$ cat config.mk
export PLATFORM = sky130hd
export DESIGN_NAME = two_line_text_terminal_refresh_unit
export DESIGN_NICKNAME = d
export VERILOG_FILES = /design/src/design/tlt_pkg.sv /design/src/design/tlt_line_mem.sv /design/src/design/tlt_screen_scan.sv /design/src/design/two_line_text_terminal_refresh_unit.sv
export SDC_FILE = /design/constraint.sdc
export NUM_CORES = 1
export LEC_CHECK = 0
export BUFFER_PORTS_ARGS = -buffer_cell sky130_fd_sc_hd__buf_2
export CAP_MARGIN = 20
export CELL_PAD_IN_SITES_DETAIL_PLACEMENT = 0
export CELL_PAD_IN_SITES_GLOBAL_PLACEMENT = 1
export CORE_ASPECT_RATIO = 1.5
export CORE_MARGIN = 4
export CORE_UTILIZATION = 42
export DETAILED_ROUTE_END_ITERATION = 8
export PLACE_DENSITY = 0.72
export SLEW_MARGIN = 20
export SYNTH_ARGS = -nofsm -noshare
export SYNTH_HDL_FRONTEND = slang
export SYNTH_SLANG_ARGS = --single-unit
$ cat constraint.sdc
create_clock -name clk -period 7.3 [get_ports clk]
set_clock_uncertainty 0.15 [all_clocks]
set_input_delay 0.73 -clock clk [delete_from_list [all_inputs] [get_ports clk]]
set_output_delay 0.73 -clock clk [all_outputs]
set_load 0.05 [all_outputs]
$ cat src/design/tlt_pkg.sv
`timescale 1ns / 1ps
// Shared constants and types for the two-line text terminal refresh unit.
package tlt_pkg;

    localparam int LINE_CHARS_DEFAULT = 16;

    localparam logic [7:0] CHAR_CR     = 8'd13;
    localparam logic [7:0] CHAR_SPACE  = 8'h20;
    localparam logic [7:0] CHAR_TERM   = 8'h00;
    localparam logic [7:0] GLYPH_RESET = 8'hFF;

    // Status from the screen scanner to the control
    typedef struct packed {
        logic scanning;
        logic last_taken;
    } scan_stat_t;

endpackage

$ cat src/design/tlt_line_mem.sv
`timescale 1ns / 1ps
// Line store: synchronous memory with per-entry valid bits, unwritten entries read as space.
module tlt_line_mem #(
    parameter int DEPTH  = 32,
    parameter int ADDR_W = 5
) (
    input  logic              clk,
    input  logic              rst_n,
    input  logic              wr_en,
    input  logic [ADDR_W-1:0] wr_addr,
    input  logic [7:0]        wr_data,
    input  logic              rd_en,
    input  logic [ADDR_W-1:0] rd_addr,
    output logic [7:0]        rd_data
);
    import tlt_pkg::*;

    logic [7:0]       mem [DEPTH];
    logic [DEPTH-1:0] written_reg;
    logic [7:0]       q_reg;
    logic             hit_reg;

    always_ff @(posedge clk)
    begin
        if (wr_en)
        begin
            mem[wr_addr] <= wr_data;
        end
        if (rd_en)
        begin
            q_reg <= mem[rd_addr];
        end
    end

    always_ff @(posedge clk or negedge rst_n)
    begin
        if (!rst_n)
        begin
            written_reg <= '0;
            hit_reg     <= 1'b0;
        end
        else
        begin
            if (wr_en)
            begin
                written_reg[wr_addr] <= 1'b1;
            end
            if (rd_en)
            begin
                hit_reg <= written_reg[rd_addr];
            end
        end
    end

    assign rd_data = hit_reg ? q_reg : CHAR_SPACE;

endmodule

$ cat src/design/tlt_screen_scan.sv
`timescale 1ns / 1ps
// Screen scanner: reads both lines cell by cell and formats the output items.
module tlt_screen_scan #(
    parameter int LINE_CHARS = 16,
    parameter int IDX_W      = 4,
    parameter int ADDR_W     = 5
) (
    input  logic               clk,
    input  logic               rst_n,
    input  logic               start,
    input  logic [IDX_W-1:0]   cursor,
    input  logic               active_row,
    input  logic [7:0]         cursor_glyph,
    output logic               rd_en,
    output logic [ADDR_W-1:0]  rd_addr,
    input  logic [7:0]         rd_data,
    output logic               out_valid,
    input  logic               out_stall,
    output logic               row,
    output logic [3:0]         column,
    output logic [7:0]         glyph,
    output logic               last_of_screen,
    output tlt_pkg::scan_stat_t stat
);
    import tlt_pkg::*;

    localparam logic [IDX_W-1:0] LAST_IDX = IDX_W'(LINE_CHARS - 1);

    logic             scan_reg, scan_next;
    logic             srow_reg, srow_next;
    logic [IDX_W-1:0] sidx_reg, sidx_next;
    logic             s1_valid_reg, s1_valid_next;
    logic             s1_row_reg;
    logic [IDX_W-1:0] s1_idx_reg;
    logic             s1_last_reg;
    logic             ended_reg, ended_next;
    logic             out_valid_reg, out_valid_next;
    logic             out_row_reg;
    logic [3:0]       out_col_reg;
    logic [7:0]       out_glyph_reg, out_glyph_next;
    logic             out_last_reg;
    logic             out_load;
    logic             s1_move;
    logic             line_sel;
    logic [IDX_W+3:0] idx_ext;

    assign out_load = !out_valid_reg || !out_stall;
    assign s1_move  = s1_valid_reg && out_load;
    assign rd_en    = scan_reg && (!s1_valid_reg || out_load);
    assign line_sel = srow_reg ? active_row : !active_row;
    assign rd_addr  = line_sel ? ADDR_W'(LINE_CHARS) + ADDR_W'(sidx_reg) : ADDR_W'(sidx_reg);
    assign idx_ext  = {4'b0000, s1_idx_reg};

    always_comb
    begin
        scan_next = scan_reg;
        srow_next = srow_reg;
        sidx_next = sidx_reg;
        if (start)
        begin
            scan_next = 1'b1;
            srow_next = 1'b0;
            sidx_next = '0;
        end
        else if (rd_en)
        begin
            if (sidx_reg == LAST_IDX)
            begin
                sidx_next = '0;
                srow_next = 1'b1;
                if (srow_reg)
                begin
                    scan_next = 1'b0;
                end
            end
            else
            begin
                sidx_next = sidx_reg + 1'b1;
            end
        end
    end

    always_comb
    begin
        s1_valid_next = s1_valid_reg;
        if (rd_en)
        begin
            s1_valid_next = 1'b1;
        end
        else if (s1_move)
        begin
            s1_valid_next = 1'b0;
        end
    end

    // Row 0 blanks from the first terminator on; row 1 shows up to the cursor
    always_comb
    begin
        ended_next     = ended_reg;
        out_glyph_next = CHAR_SPACE;
        if (!s1_row_reg)
        begin
            if (ended_reg || rd_data == CHAR_TERM)
            begin
                out_glyph_next = CHAR_SPACE;
            end
            else
            begin
                out_glyph_next = rd_data;
            end
            if (s1_move && rd_data == CHAR_TERM)
            begin
                ended_next = 1'b1;
            end
        end
        else
        begin
            if (s1_idx_reg < cursor)
            begin
                out_glyph_next = rd_data;
            end
            else if (s1_idx_reg == cursor)
            begin
                out_glyph_next = cursor_glyph;
            end
        end
        if (start)
        begin
            ended_next = 1'b0;
        end
    end

    always_comb
    begin
        out_valid_next = out_valid_reg;
        if (out_load)
        begin
            out_valid_next = s1_valid_reg;
        end
    end

    always_ff @(posedge clk or negedge rst_n)
    begin
        if (!rst_n)
        begin
            scan_reg      <= 1'b0;
            srow_reg      <= 1'b0;
            sidx_reg      <= '0;
            s1_valid_reg  <= 1'b0;
            ended_reg     <= 1'b0;
            out_valid_reg <= 1'b0;
        end
        else
        begin
            scan_reg      <= scan_next;
            srow_reg      <= srow_next;
            sidx_reg      <= sidx_next;
            s1_valid_reg  <= s1_valid_next;
            ended_reg     <= ended_next;
            out_valid_reg <= out_valid_next;
        end
    end

    always_ff @(posedge clk)
    begin
        if (rd_en)
        begin
            s1_row_reg  <= srow_reg;
            s1_idx_reg  <= sidx_reg;
            s1_last_reg <= srow_reg && (sidx_reg == LAST_IDX);
        end
        if (s1_move)
        begin
            out_row_reg   <= s1_row_reg;
            out_col_reg   <= idx_ext[3:0];
            out_glyph_reg <= out_glyph_next;
            out_last_reg  <= s1_last_reg;
        end
    end

    assign out_valid       = out_valid_reg;
    assign row             = out_row_reg;
    assign column          = out_col_reg;
    assign glyph           = out_glyph_reg;
    assign last_of_screen  = out_last_reg;
    assign stat.scanning   = scan_reg;
    assign stat.last_taken = out_valid_reg && !out_stall && out_last_reg;

endmodule

$ cat src/design/two_line_text_terminal_refresh_unit.sv
`timescale 1ns / 1ps
// Top level: cursor and line control around the line store and the screen scanner.
//
//  channel | handshake           | payload
//  --------+---------------------+----------------------------------------
//  in      | in_valid / in_stall | char_in
//  out     | out_valid/out_stall | row, column, glyph, last_of_screen
//  cfg     | cfg_valid/cfg_ready | cfg_data (cursor glyph)
//
// An item is written into the line store in its accept cycle, then the screen
// is read back one cell per cycle while the output does not stall, through the
// registered memory read port.
// The next item is taken once the last cell of the screen has been delivered.
// Reset marks every line store entry unwritten (reads as space), cursor 0, row 0.
// An output stall holds the output register and backs up the memory reads.
module two_line_text_terminal_refresh_unit #(
    parameter int LINE_CHARS = tlt_pkg::LINE_CHARS_DEFAULT
) (
    input  logic       clk,
    input  logic       rst_n,
    input  logic       in_valid,
    output logic       in_stall,
    input  logic [7:0] char_in,
    output logic       out_valid,
    input  logic       out_stall,
    output logic       row,
    output logic [3:0] column,
    output logic [7:0] glyph,
    output logic       last_of_screen,
    input  logic       cfg_valid,
    output logic       cfg_ready,
    input  logic [7:0] cfg_data
);
    import tlt_pkg::*;

    localparam int IDX_W  = $clog2(LINE_CHARS);
    localparam int ADDR_W = $clog2(2 * LINE_CHARS);
    localparam int DEPTH  = 2 * LINE_CHARS;

    localparam logic [1:0] ST_IDLE  = 2'd0;
    localparam logic [1:0] ST_SCAN  = 2'd1;
    localparam logic [1:0] ST_DRAIN = 2'd2;

    logic [1:0]       state_reg, state_next;
    logic [IDX_W-1:0] cursor_reg, cursor_next;
    logic             active_reg, active_next;
    logic [7:0]       glyph_cfg_reg, glyph_cfg_next;
    logic             accept;
    logic [IDX_W:0]   cur_inc;
    logic             wrap;
    logic [ADDR_W-1:0] wr_addr;
    logic [7:0]       wr_data;
    logic             rd_en;
    logic [ADDR_W-1:0] rd_addr;
    logic [7:0]       rd_data;
    scan_stat_t       stat;

    assign in_stall  = (state_reg != ST_IDLE);
    assign cfg_ready = (state_reg == ST_IDLE);
    assign accept    = in_valid && !in_stall;

    assign wr_addr = active_reg ? ADDR_W'(LINE_CHARS) + ADDR_W'(cursor_reg)
                                : ADDR_W'(cursor_reg);
    assign wr_data = (char_in == CHAR_CR) ? CHAR_TERM : char_in;
    assign cur_inc = {1'b0, cursor_reg} + 1'b1;
    assign wrap    = (cur_inc == (IDX_W + 1)'(LINE_CHARS)) || (char_in == CHAR_CR);

    always_comb
    begin
        cursor_next    = cursor_reg;
        active_next    = active_reg;
        glyph_cfg_next = glyph_cfg_reg;
        if (accept)
        begin
            if (wrap)
            begin
                cursor_next = '0;
                active_next = !active_reg;
            end
            else
            begin
                cursor_next = cur_inc[IDX_W-1:0];
            end
        end
        if (cfg_valid && cfg_ready)
        begin
            glyph_cfg_next = cfg_data;
        end
    end

    always_comb
    begin
        state_next = state_reg;
        case (state_reg)
            ST_IDLE:
            begin
                if (accept)
                begin
                    state_next = ST_SCAN;
                end
            end
            ST_SCAN:
            begin
                if (!stat.scanning)
                begin
                    state_next = ST_DRAIN;
                end
            end
            ST_DRAIN:
            begin
                if (stat.last_taken)
                begin
                    state_next = ST_IDLE;
                end
            end
            default:
            begin
                state_next = ST_IDLE;
            end
        endcase
    end

    always_ff @(posedge clk or negedge rst_n)
    begin
        if (!rst_n)
        begin
            state_reg     <= ST_IDLE;
            cursor_reg    <= '0;
            active_reg    <= 1'b0;
            glyph_cfg_reg <= GLYPH_RESET;
        end
        else
        begin
            state_reg     <= state_next;
            cursor_reg    <= cursor_next;
            active_reg    <= active_next;
            glyph_cfg_reg <= glyph_cfg_next;
        end
    end

    tlt_line_mem #(
        .DEPTH  (DEPTH),
        .ADDR_W (ADDR_W)
    ) u_mem (
        .clk     (clk),
        .rst_n   (rst_n),
        .wr_en   (accept),
        .wr_addr (wr_addr),
        .wr_data (wr_data),
        .rd_en   (rd_en),
        .rd_addr (rd_addr),
        .rd_data (rd_data)
    );

    // Scan starts the cycle after the write, so reads see the new character
    tlt_screen_scan #(
        .LINE_CHARS (LINE_CHARS),
        .IDX_W      (IDX_W),
        .ADDR_W     (ADDR_W)
    ) u_scan (
        .clk            (clk),
        .rst_n          (rst_n),
        .start          (accept),
        .cursor         (cursor_next),
        .active_row     (active_next),
        .cursor_glyph   (glyph_cfg_reg),
        .rd_en          (rd_en),
        .rd_addr        (rd_addr),
        .rd_data        (rd_data),
        .out_valid      (out_valid),
        .out_stall      (out_stall),
        .row            (row),
        .column         (column),
        .glyph          (glyph),
        .last_of_screen (last_of_screen),
        .stat           (stat)
    );

    a_idle_no_output: assert property (@(posedge clk) disable iff (!rst_n)
        state_reg == ST_IDLE |-> !out_valid)
        else $error("output item while idle");

    a_cursor_range: assert property (@(posedge clk) disable iff (!rst_n)
        (IDX_W + 1)'(cursor_reg) < (IDX_W + 1)'(LINE_CHARS))
        else $error("cursor beyond line");

    a_accept_scans: assert property (@(posedge clk) disable iff (!rst_n)
        in_valid && !in_stall |=> state_reg == ST_SCAN && stat.scanning)
        else $error("accepted item did not start a scan");

    a_last_on_row1: assert property (@(posedge clk) disable iff (!rst_n)
        out_valid && last_of_screen |-> row && state_reg == ST_DRAIN)
        else $error("last cell out of place");

endmodule

# Word-level counts from Yosys, hierarchy flattened
# Memory sizes are Yosys's and may differ from the RTL's. A register that Yosys moved wholly into a read port is not among the register bits.
# Index checks and enable logic that the tools add are counted.
totals:
  ram_bits: 256
  n_memories: 1
  word_cells: 108
  ff_bits: 77
memory_table:
  columns: ["memory", "words", "width", "rd", "rd_ports_with_merged_regs", "wr", "line", "rtl"]
  rows:
  - ["u_mem.mem", 32, 8, 1, 1, 1, "tlt_line_mem.sv:18", "logic [7:0] mem [DEPTH];"]
classes:
  n_addsub: 4
  magnitude_cmp: 4
  bitwise: 1
  reduce_logical: 31
  n_mux: 38
  n_eq_ne: 10
ops:
  columns: ["op", "count"]
  rows:
  - ["two-way mux 8 bit", 6]
  - ["bitwise OR 32 bit", 1]
  - ["two-way mux 4 bit", 5]
  - ["two-way mux 1 bit", 19]
  - ["< comparator 5 x 6 -> 1 bit, second input constant", 2]
  - ["nonzero test 2 bit", 6]
  - ["adder 5 x 4 -> 5 bit, first input constant", 2]
  - ["two-way mux 5 bit", 2]
  - ["logical AND 1 bit", 9]
  - ["equality test 8 x 4 -> 1 bit, second input constant", 1]
  - ["zero test 8 bit", 1]
  - ["zero test 1 bit", 6]
  - ["two-way mux 2 bit", 3]
  - ["inequality test 2 bit, second input constant", 3]
  - ["case mux 2 bit (3 select lines)", 1]
  - ["AND reduction 3 bit", 2]
  - ["adder 4 x 1 -> 5 bit, second input constant", 1]
  - ["binary-select mux 1 bit (select 5 bit)", 1]
  - ["demux 1 bit (select 5 bit)", 1]
  - ["equality test 5 bit, second input constant", 1]
  - [">= comparator 5 x 1 -> 1 bit, second input constant", 1]
  - ["adder 4 x 1 -> 4 bit, second input constant", 1]
  - ["equality test 4 bit", 1]
  - ["equality test 4 bit, second input constant", 1]
  - ["other kinds (7)", 11]

# Longest topological paths before layout
# Gate-level depths: netlist of run 1.
depth:
  depth_word: 10
  depth_mapped: 14
  depth_no_buf: 12

# By module
# Synthesis of run 1 repeated with hierarchy kept, for this count alone.
unflattened:
  cells_unflattened: 695
  area_unflattened_um2: 13534.2
by_module_without_submodules:
  columns: ["mod", "area_per_inst_um2", "instances", "seq_area_each_um2", "cells_each"]
  rows:
  - ["tlt_line_mem", 11524.8, 1, 8753.4, 533]
  - ["tlt_screen_scan", 1255.0, 1, 825.8, 94]
  - ["two_line_text_terminal_refresh_unit", 754.5, 1, 385.4, 68]

# Worst setup path before layout of run 1
# OpenSTA, ideal clock, no wires.
synth_path:
  path_kind: "register to register"
  from: "register state_reg[0]"
  to: "register u_scan.out_glyph_reg[0] (netlist: u_scan.glyph[0]), data pin"
  t_required_ns: 6.873
  synth_period_minus_slack_ns: 3.830
  slack_ns: 3.470
  setup_time_ns: 0.277
  t_arrival_ns: 3.403
  stages_incl_launch_ff: 13
  cell_sequence: "dfrtp_1 > nor2_1 > and2_1 > clkbuf_1 > clkbuf_1 > nand2_1 > o21a_1 > ha_1 > nor2b_1 > o21a_1 > o21a_1 > o21ai_1 > o21ai_0"
synth_via:
  elab_chain_len: 8
  elab_cells_between_ends: 9
synth_rtl:
  columns: ["item", "line", "rtl"]
  rows:
  - ["start, declared", "two_line_text_terminal_refresh_unit.sv:44", "logic [1:0] state_reg, state_next;"]
  - ["start signal, assigned", "two_line_text_terminal_refresh_unit.sv:134", "state_reg <= state_next;"]
  - ["nonzero test 2 bit *", "two_line_text_terminal_refresh_unit.sv:58", "assign in_stall = (state_reg != ST_IDLE);"]
  - ["zero test 1 bit *", "two_line_text_terminal_refresh_unit.sv:60", "assign accept = in_valid && !in_stall;"]
  - ["logical AND 1 bit *", "two_line_text_terminal_refresh_unit.sv:60", null]
  - ["two-way mux 4 bit *", "two_line_text_terminal_refresh_unit.sv:73", "if (accept)"]
  - ["branches (longest 2 deep; another with < comparator 4 bit)", null, null]
  - ["two-way mux 8 bit *", "tlt_screen_scan.sv:118", "if (s1_idx_reg < cursor)"]
  - ["two-way mux 8 bit *", "tlt_screen_scan.sv:101", "if (!s1_row_reg)"]
  - ["named net u_scan.out_glyph_next[0]", "tlt_screen_scan.sv:40", "logic [7:0] out_glyph_reg, out_glyph_next;"]
  - ["end signal, assigned", "tlt_screen_scan.sv:176", "out_glyph_reg <= out_glyph_next;"]
  - ["end, declared", "tlt_screen_scan.sv:40", null]
# Mark *: on every way through the listed nets, which the timed path passes.
# A chain may end at the register's enable or synchronous reset.

# Worst setup path after layout of run 1
layout_path:
  from: "register state_reg[1]"
  to: "register u_scan.out_glyph_reg[2] (netlist: u_scan.glyph[2]), data pin"
# Same word-level chain as after synthesis.

==> results_dict.tcl, run 1 <==
set metrics [dict create \
    clock_sinks 341 \
    worstHoldPathType "primary input to asynchronous set/reset pin" \
    switching_share_pct 29.6 \
    drive_above_1_share_pct 27.5 \
    min_period_over_period_pct 48.3 \
    cp-start-kind "register" \
    synth_top_cell_by_area "edfxtp_1" \
    synth.lib_cells_used.distinct 46 \
    drc 0 \
    ctsHoldBuffers 0 \
    cp.required_ns 7.57 \
    num-fill-cells 2730 \
    ant_nets 0 \
    dr.first_iter.drc_count 559 \
    synth_seq_cells 341 \
    peakVddDrop_v 0.000167 \
    fin_area_mm2 0.0153 \
    grt_pass1_wl_um 43300 \
    setup_viol 0 \
    cts_tree "built" \
    gp_congestion 0.790 \
    diodes 0 \
    min_period_ns 3.53 \
    max_freq_mhz 284 \
    switchingPower_mw 1.62 \
    ff_latch_area_mm2 0.00997 \
    p_leak_nw 5.36 \
    cap_violations 0 \
    ys_seq_area_share_pct 72.7 \
    p_comb_share_pct 24.1 \
    tightest_slew_ns 1.02 \
    cts_buffers 31 \
    worstSetupEndpointType "register" \
    synth.cell_area_mm2 0.0137 \
    maxSlewHeadroom_pct 31.4 \
    crit_fanout 15 \
    ys_async_sr_fraction_pct 16.7 \
    rsz0062_at_grt "false" \
    cts_max_level 1 \
    maxSlewViolCount 0 \
    row_count 80 \
    synth_common_cells "edfxtp_1, nand2_1, mux4_2" \
    start_util_pct 42.8 \
    synth-edff-count 284 \
    syn_area_per_cell_um2 17.5 \
    syn2layout_area_growth_pct 11.4 \
    synthTopCellsByArea "edfxtp_1, mux4_2, dfrtp_1, nand2_1, or2_2" \
    die_h_um 229 \
    die_x_um 155 \
    first_global_vias 6876 \
    synthMostInstantiatedCell "edfxtp_1" \
    yosys_warnings 0 \
    largest_register_ffs 256 \
    pwr-share-seq_pct 46.0 \
    synth.net_count 811 \
    routedWlPerCell_um 22.7 \
    multi_input_area_mm2 0.00347 \
    clockPowerShare_pct 29.9 \
    p_int_mw 3.84 \
    hold_ws_ns 0.207 \
    wirelength_um 28500 \
    cts_root_buffer "clkbuf_16" \
    synth-main-ff-cell "edfxtp_1" \
    power_density_mw_per_mm2 358 \
    via_count 6751 \
    core_area_mm2 0.0320 \
    cp.arrival_ns 3.79 \
    track_usage_pct 16.1 \
    port_buffers 37 \
    dp_slack_ns 3.39 \
    cts_setup_buffers 0 \
    crit_start "state_reg[1]" \
    vias_per_cell 5.39 \
    layout_setup_ws_ns 3.77 \
    dr.pass1.iters 4 \
    syn-instance-count 781 \
    clkTransAtPathRegs_ns 0.07 \
    dpl.hpwl_um 17900 \
    cts_resized 0 \
    hold_viol_final 0 \
    grt_max_degree 58 \
    reg2reg_from "state_reg[1]" \
    outcome "completed" \
    die-area_mm2 0.0356 \
    clock_latency_ns 0.56 \
    clock_path_buffers 3 \
    path_class "register to register" \
    io_pins 38 \
    yosysTopAreaCellShare_pct 62.2 \
    antenna_found_initial 0 \
    grt-ovfl-total 0 \
    nets 848 \
    post_dp_cell_area_mm2 0.0142 \
    setup_tns_ns 0 \
]
==> layer usage <==
layer  up-vias  track usage, %  share of wire (%)
met5         -               0                  0
li1       3047               -                  -
met2       152            29.6                 56
met3        34            1.78                3.9
met1      3518            20.2                 39
met4         0            4.24                1.7
==> cell type report <==
class	count	share of cell area (%)
Inverter	12	0.295
Tap cell	410	3.36
Clock buffer	44	5.73
Clock inverter	14	1.05
Multi-Input combinational cell	388	22.7
Timing Repair Buffer	44	1.56
Sequential cell	341	65.3
==> cell usage in the layout, fill, tap and decap left out, types with 5 or more instances in the layout <==
master / netlist / routed
clkbuf_8: 0 / 5
or2_2: 35 / 35
dfrtp_1: 49 / 47
mux2_2: 9 / 9
clkbuf_1: 19 / 8
nand2_1: 126 / 126
dfstp_2: 8 / 8
edfxtp_1: 284 / 284
and2_1: 8 / 8
mux4_2: 80 / 80
nor3_1: 6 / 5
clkbuf_16: 0 / 31
buf_2: 8 / 37
inv_1: 11 / 11
nand3_1: 12 / 12
buf_4: 0 / 7
a21oi_1: 11 / 11
o21ai_0: 7 / 7
nor2_1: 40 / 40
ha_1: 9 / 9
==> power by group through the flow <==
stage	sequential [mW]	clock, mW	combinational [mW]
detailed placement	2.56	0	1.34
CTS	2.52	1.67	1.35
global placement	2.56	0	1.33
finish	2.51	1.63	1.32
floorplan	2.46	0	1.08
global route	2.55	1.75	1.43
==> final timing paths <==
check | endpoint | slack, ns | cells past startpoint
setup / recovery | u_scan.glyph[2] | 3.77 | 11
hold / removal | state_reg[1] | 0.21 | 2
setup reg to reg | u_scan.glyph[2] | 3.77 | 11
hold reg to reg | u_scan.last_of_screen | 0.27 | 0
max in group asynchronous | u_scan.sidx_reg[0] | 6.17 | 2
min in group clk | glyph_cfg_reg[2] | 0.25 | 2
==> through the flow <==
| step | power [mW] | instances | utilization (%) |
|---|---|---|---|
| after CTS | 5.54 | 1253 | 47.7 |
| after floorplan | 3.54 | 781 | - |
| after global placement | 3.89 | 1195 | 44.4 |
| after detailed placement | 3.90 | 1195 | 44.4 |
| final | 5.46 | 1253 | 47.7 |
| after global routing | 5.73 | 1253 | 47.7 |
==> critical path: stages (launching register included) <==
cell     delay (ns)
dfrtp_1        0.41
nor2_1         0.23
and2_1         0.56
nand2_1        0.11
o21a_1         0.20
ha_1           0.30
nor2b_1        0.13
o21a_1         0.16
o21a_1         0.26
o21ai_1        0.51
nand3_1        0.15
a21oi_1        0.18
==> logic make-up after synthesis <==
kind of cell / after synthesis / share of synthesized area [%]
buffers and inverters: 52 / 2.08
xor gates and xnor gates: 3 / 0.310
muxes: 92 / 14.1
DFF: 341 / 72.7
adders and majority gates: 9 / 0.822
AOI/OAI and AO/OA: 38 / 1.79
and+or+nand+nor: 246 / 8.19
No activity file was read; power rests on OpenSTA's default activity.
==> run 2, diff against run 1 <==
--- a/config.mk
+++ b/config.mk
@@ -13,7 +13,7 @@
 export CORE_MARGIN = 4
 export CORE_UTILIZATION = 42
 export DETAILED_ROUTE_END_ITERATION = 8
-export PLACE_DENSITY = 0.72
+export PLACE_DENSITY = 0.75
 export SLEW_MARGIN = 20
 export SYNTH_ARGS = -nofsm -noshare
 export SYNTH_HDL_FRONTEND = slang
==> constraint.sdc (replaced) <==
create_clock -name clk -period 2.9 [get_ports clk]
set_clock_uncertainty 0.15 [all_clocks]
set_input_delay 0.29 -clock clk [delete_from_list [all_inputs] [get_ports clk]]
set_output_delay 0.29 -clock clk [all_outputs]
set_load 0.05 [all_outputs]
==> results_dict.tcl, run 2 (synthesis gave the netlist of run 1 again) <==
set metrics [dict create \
    first_global_vias 7555 \
    via_count 7164 \
    worstHoldPathType "primary input to asynchronous set/reset pin" \
    cts_buffers 31 \
    switching_share_pct 29.8 \
    largest_register_ffs 256 \
    outcome "completed" \
    pwr-share-seq_pct 43.6 \
    power_density_mw_per_mm2 889 \
    min_period_ns 2.74 \
    routedWlPerCell_um 22.4 \
    final_common_cell "edfxtp_1" \
    cp.required_ns 3.16 \
    mostFrequentLayoutCells "edfxtp_1, nand2_1, mux4_2, buf_4, dfrtp_1" \
    path_class "register to register" \
    antenna_found_initial 0 \
    die_h_um 229 \
    die-area_mm2 0.0356 \
    p_comb_share_pct 27.7 \
    wirelength_um 29900 \
    grt_pass1_wl_um 46400 \
    syn2layout_area_growth_pct 16.7 \
    clkTransAtPathRegs_ns 0.07 \
    setup_viol 0 \
    dr.first_iter.drc_count 473 \
    vias_per_cell 5.38 \
    dp_slack_ns -0.225 \
    ant_nets 0 \
    cts_max_level 1 \
    cts_setup_buffers 0 \
    diodes 0 \
    p_int_mw 9.97 \
    drc 0 \
    cap_violations 0 \
    dp_cells 1261 \
    grt_max_degree 34 \
    rsz0062_at_grt "false" \
    port_buffers 37 \
    start_util_pct 42.8 \
    switchingPower_mw 4.23 \
    clock_path_buffers 3 \
    worstSetupEndpointType "register" \
    clock_sinks 341 \
    clock_latency_ns 0.56 \
    die_x_um 155 \
    cts_root_buffer "clkbuf_16" \
    gp_congestion 0.770 \
    post_dp_cell_area_mm2 0.0148 \
    dpl.hpwl_um 20300 \
    maxSlewViolCount 0 \
    maxSlewHeadroom_pct 53.4 \
    drive_above_1_share_pct 33.8 \
    crit_fanout 8 \
    fin_area_mm2 0.0160 \
    dr.pass1.iters 4 \
    cts_tree "built" \
    final_util_pct 49.9 \
    tightest_slew_ns 0.699 \
    nets 926 \
    io_pins 38 \
    cp.arrival_ns 3.01 \
    layout_setup_ws_ns 0.157 \
    max_freq_mhz 365 \
    track_usage_pct 17.2 \
    p_leak_nw 5.79 \
    row_count 80 \
    clockPowerShare_pct 28.7 \
    peakVddDrop_v 0.000540 \
    hold_viol_final 0 \
    cp-start-kind "register" \
    min_period_over_period_pct 94.6 \
    core_area_mm2 0.0320 \
    grt-ovfl-total 0 \
    layoutNonFillerInstCount 1331 \
]
-- run 2: cell types whose count changed in the layout (fill, tap and decap cells not counted), sizes merged --
cell	previous run	this run
buf	44	110
dlygate4sd3	0	11
clkbuf	44	40
clkinv	8	12
clkinvlp	2	1
inv	13	14
o21ai	8	9
-- run 2: metal layers --
metal  vias to the layer above  share of wire (%)  global-route usage (%)
met1                      3677                 39                    21.6
met3                        57                5.3                    2.42
li1                       3207                  -                       -
met5                         -                  0                       0
met4                         0                3.5                    6.43
met2                       223                 52                    30.3
-- run 2: path summary, 6_finish.rpt --
check                                   startpoint                     to  slack (ns)  cells past startpoint
worst max-delay path                 cursor_reg[0]        u_scan.glyph[4]        0.16                     12
worst min-delay path                         rst_n       u_scan.out_valid        0.11                      3
worst max register to register       cursor_reg[0]        u_scan.glyph[4]        0.16                     12
worst min register to register  u_scan.s1_last_reg  u_scan.last_of_screen        0.27                      0
max in group asynchronous                    rst_n       glyph_cfg_reg[6]        2.08                      3
min in group clk                        char_in[5]       u_mem.mem[19][5]        0.12                      2
-- run 2: cell type report --
cell class	count	area, um2
Inverter	12	45.0
Fill cell	2628	16000
Multi-Input combinational cell	389	3500
Timing Repair Buffer	121	918
Clock inverter	18	183
Tap cell	410	513
Sequential cell	341	9970
Clock buffer	40	850
-- run 2: power groups by stage --
stage | logic (mW) | clock network, mW | registers, mW
2_1_floorplan | 2.80 | 0 | 6.20
3_3_place_gp | 3.93 | 0 | 6.30
3_5_place_dp | 3.95 | 0 | 6.30
4_1_cts | 3.98 | 4.18 | 6.20
5_1_grt | 4.29 | 4.40 | 6.24
6_report | 3.93 | 4.08 | 6.20
-- run 2: critical path, stage by stage (launching register included) --
cell     delay (ns)
dfrtp_2        0.41
ha_1           0.18
nand2_1        0.04
or2_2          0.30
nand2_1        0.08
o21a_1         0.16
ha_1           0.25
nor2b_1        0.13
o21a_1         0.17
o21a_4         0.24
o21ai_4        0.21
nand3_1        0.10
a21oi_1        0.17
-- run 2: through the flow --
| stage | total power, mW | hold slack, ns | setup TNS (ns) |
|---|---|---|---|
| 2_1_floorplan | 8.99 | -0.156 | -0.466 |
| 3_3_place_gp | 10.2 | 0.167 | -1.77 |
| 3_5_place_dp | 10.3 | 0.172 | -2.57 |
| 4_1_cts | 14.4 | 0.0875 | 0 |
| 5_1_grt | 14.9 | 0.114 | 0 |
| 6_report | 14.2 | 0.113 | 0 |
-- run 2: timing repair --
item / CTS / global route
resized for setup: 0 / 5
hold endpoints to repair: 70 / 0
endpoints found under the setup margin: 0 / 8
hold buffers: 11 / 0
==> run 3, diff against run 2 <==
--- a/config.mk
+++ b/config.mk
@@ -12,8 +12,9 @@
 export CORE_ASPECT_RATIO = 1.5
 export CORE_MARGIN = 4
 export CORE_UTILIZATION = 42
+export CTS_CLUSTER_DIAMETER = 50
 export DETAILED_ROUTE_END_ITERATION = 8
-export PLACE_DENSITY = 0.75
+export PLACE_DENSITY = 0.72
 export SLEW_MARGIN = 20
 export SYNTH_ARGS = -nofsm -noshare
 export SYNTH_HDL_FRONTEND = slang
==> constraint.sdc (replaced) <==
create_clock -name clk -period 3.1 [get_ports clk]
set_clock_uncertainty 0.15 [all_clocks]
set_input_delay 0.31 -clock clk [delete_from_list [all_inputs] [get_ports clk]]
set_output_delay 0.31 -clock clk [all_outputs]
set_load 0.05 [all_outputs]
==> results_dict.tcl, run 3 (synthesis gave the netlist of run 1 again) <==
set metrics [dict create \
    num-fill-cells 2648 \
    io_pins 38 \
    worstHoldPathType "primary input to register" \
    clkTransAtPathRegs_ns 0.07 \
    mostFrequentLayoutCells "edfxtp_1, nand2_1, mux4_2, buf_4, dfrtp_1" \
    die_x_um 155 \
    r2r_end "u_scan.glyph[5]" \
    min_period_over_period_pct 94.0 \
    dpl.hpwl_um 18700 \
    cpMaxStageDelayCell "dfrtp_1" \
    wirelength_um 28800 \
    drc 0 \
    tightest_slew_ns 0.777 \
    drive_above_1_share_pct 31.4 \
    nets 907 \
    grt_max_degree 79 \
    die_h_um 229 \
    track_usage_pct 16.2 \
    core_area_mm2 0.0320 \
    path_class "register to register" \
    holdPathEnd "u_mem.mem[20][7]" \
    antenna_found_initial 0 \
    cp_common_cell "o21a_1" \
    cp-start-kind "register" \
    holdPathStages 2 \
    via_count 6954 \
    p_leak_nw 5.68 \
    peakVddDrop_v 0.000462 \
    gp_congestion 0.794 \
    largest_register_ffs 256 \
    post_dp_cell_area_mm2 0.0147 \
    critical_path.cell_chain "ha_2 -> nand2_1 -> or2_2 -> nand2_1 -> o21a_1 -> ha_1 -> nor2b_1 -> o21a_1 -> o21a_1 -> o41ai_1 -> a21oi_1" \
    cts_tree "built" \
    dr.pass1.iters 4 \
    rsz0062_at_grt "false" \
    power_density_mw_per_mm2 829 \
    fin_area_mm2 0.0158 \
    final_util_pct 49.3 \
    maxSlewViolCount 0 \
    cp.required_ns 3.24 \
    cts_buffers 30 \
    reg2reg_slack_ns 0.18 \
    vias_per_cell 5.30 \
    grt-ovfl-total 0 \
    first_global_vias 7261 \
    setup_tns_ns 0 \
    clock_latency_ns 0.56 \
    worstSetupEndpointType "register" \
    start_util_pct 42.8 \
    row_count 80 \
    reg2regPathDepth 11 \
    final_common_cell "edfxtp_1" \
    routedWlPerCell_um 22.0 \
    die-area_mm2 0.0356 \
    cap_violations 0 \
    port_buffers 37 \
    hp-start "char_in[7]" \
    max_freq_mhz 343 \
    crit_fanout 8 \
    cts_root_buffer "clkbuf_16" \
    reg2reg_from "cursor_reg[1]" \
    grt_pass1_wl_um 44200 \
    diodes 0 \
    dr.first_iter.drc_count 466 \
    clock_sinks 341 \
    min_period_ns 2.92 \
    cts_setup_buffers 0 \
    hold_viol_final 0 \
    cts_max_level 1 \
    syn2layout_area_growth_pct 15.3 \
    outcome "completed" \
    cp.arrival_ns 3.05 \
    maxSlewHeadroom_pct 48.1 \
    clock_path_buffers 3 \
    ant_nets 0 \
    cpPeakStageDelay_ns 0.41 \
    setup_viol 0 \
]
-- run 3: metal layers --
| metal | routed length, um | global-route usage (%) | up-vias |
|---|---|---|---|
| met3 | 1110 | 2.08 | 44 |
| met2 | 15400 | 29.1 | 161 |
| met4 | 831 | 5.45 | 0 |
| met5 | 0 | 0 | - |
| li1 | - | - | 3157 |
| met1 | 11500 | 20.2 | 3592 |
-- run 3: through the flow --
stage	power, mW	hold slack (ns)	worst slack (ns)	std cells
after detailed placement	9.40	0.221	0.0697	1243
after CTS	13.3	0.139	0.136	1310
after global placement	9.36	0.217	0.103	1242
after floorplan	8.36	-0.136	0.00575	781
final	13.1	0.151	0.185	1311
after global routing	13.7	0.146	0.00741	1311
-- run 3: critical path: cells and delay by family (launching register included) --
| kind | cells | cell delay, ns |
|---|---|---|
| simple gates | 4 | 0.55 |
| compound gates | 5 | 1.03 |
| flops | 1 | 0.41 |
| fa+ha+maj | 2 | 0.50 |
-- run 3: report_power, final --
| group | internal (mW) | switching (mW) |
|---|---|---|
| clock network | 2.27 | 1.59 |
| registers | 5.43 | 0.331 |
| logic | 1.56 | 1.92 |
| total | 9.26 | 3.84 |
-- run 3: worst max path at each step --
stage	startpoint	to	slack, ns	cells past startpoint
CTS	cursor_reg[0]	u_scan.glyph[7]	0.14	12
floorplan	state_reg[0]	u_scan.glyph[5]	0.006	12
detailed placement	char_in[5]	u_scan.glyph[3]	0.07	12
global placement	char_in[5]	u_scan.glyph[4]	0.10	12
finish	cursor_reg[1]	u_scan.glyph[5]	0.18	11
global route	cursor_reg[1]	u_scan.glyph[2]	0.007	12
-- run 3: repair_timing --
item | in CTS | in global routing
gates resized for setup | 0 | 3
setup endpoints to repair | 0 | 8
hold endpoints to repair | 70 | 0
hold buffers | 11 | 0
-- run 3: final cells by class --
type	instances	area (um2)	area share, %
sequential	341	9970	63.1
clock inverter	17	209	1.32
tap	410	513	3.25
multi-input combinational	389	3490	22.1
timing repair buffer	103	766	4.84
inverter	12	45.0	0.285
clock buffer	39	816	5.16
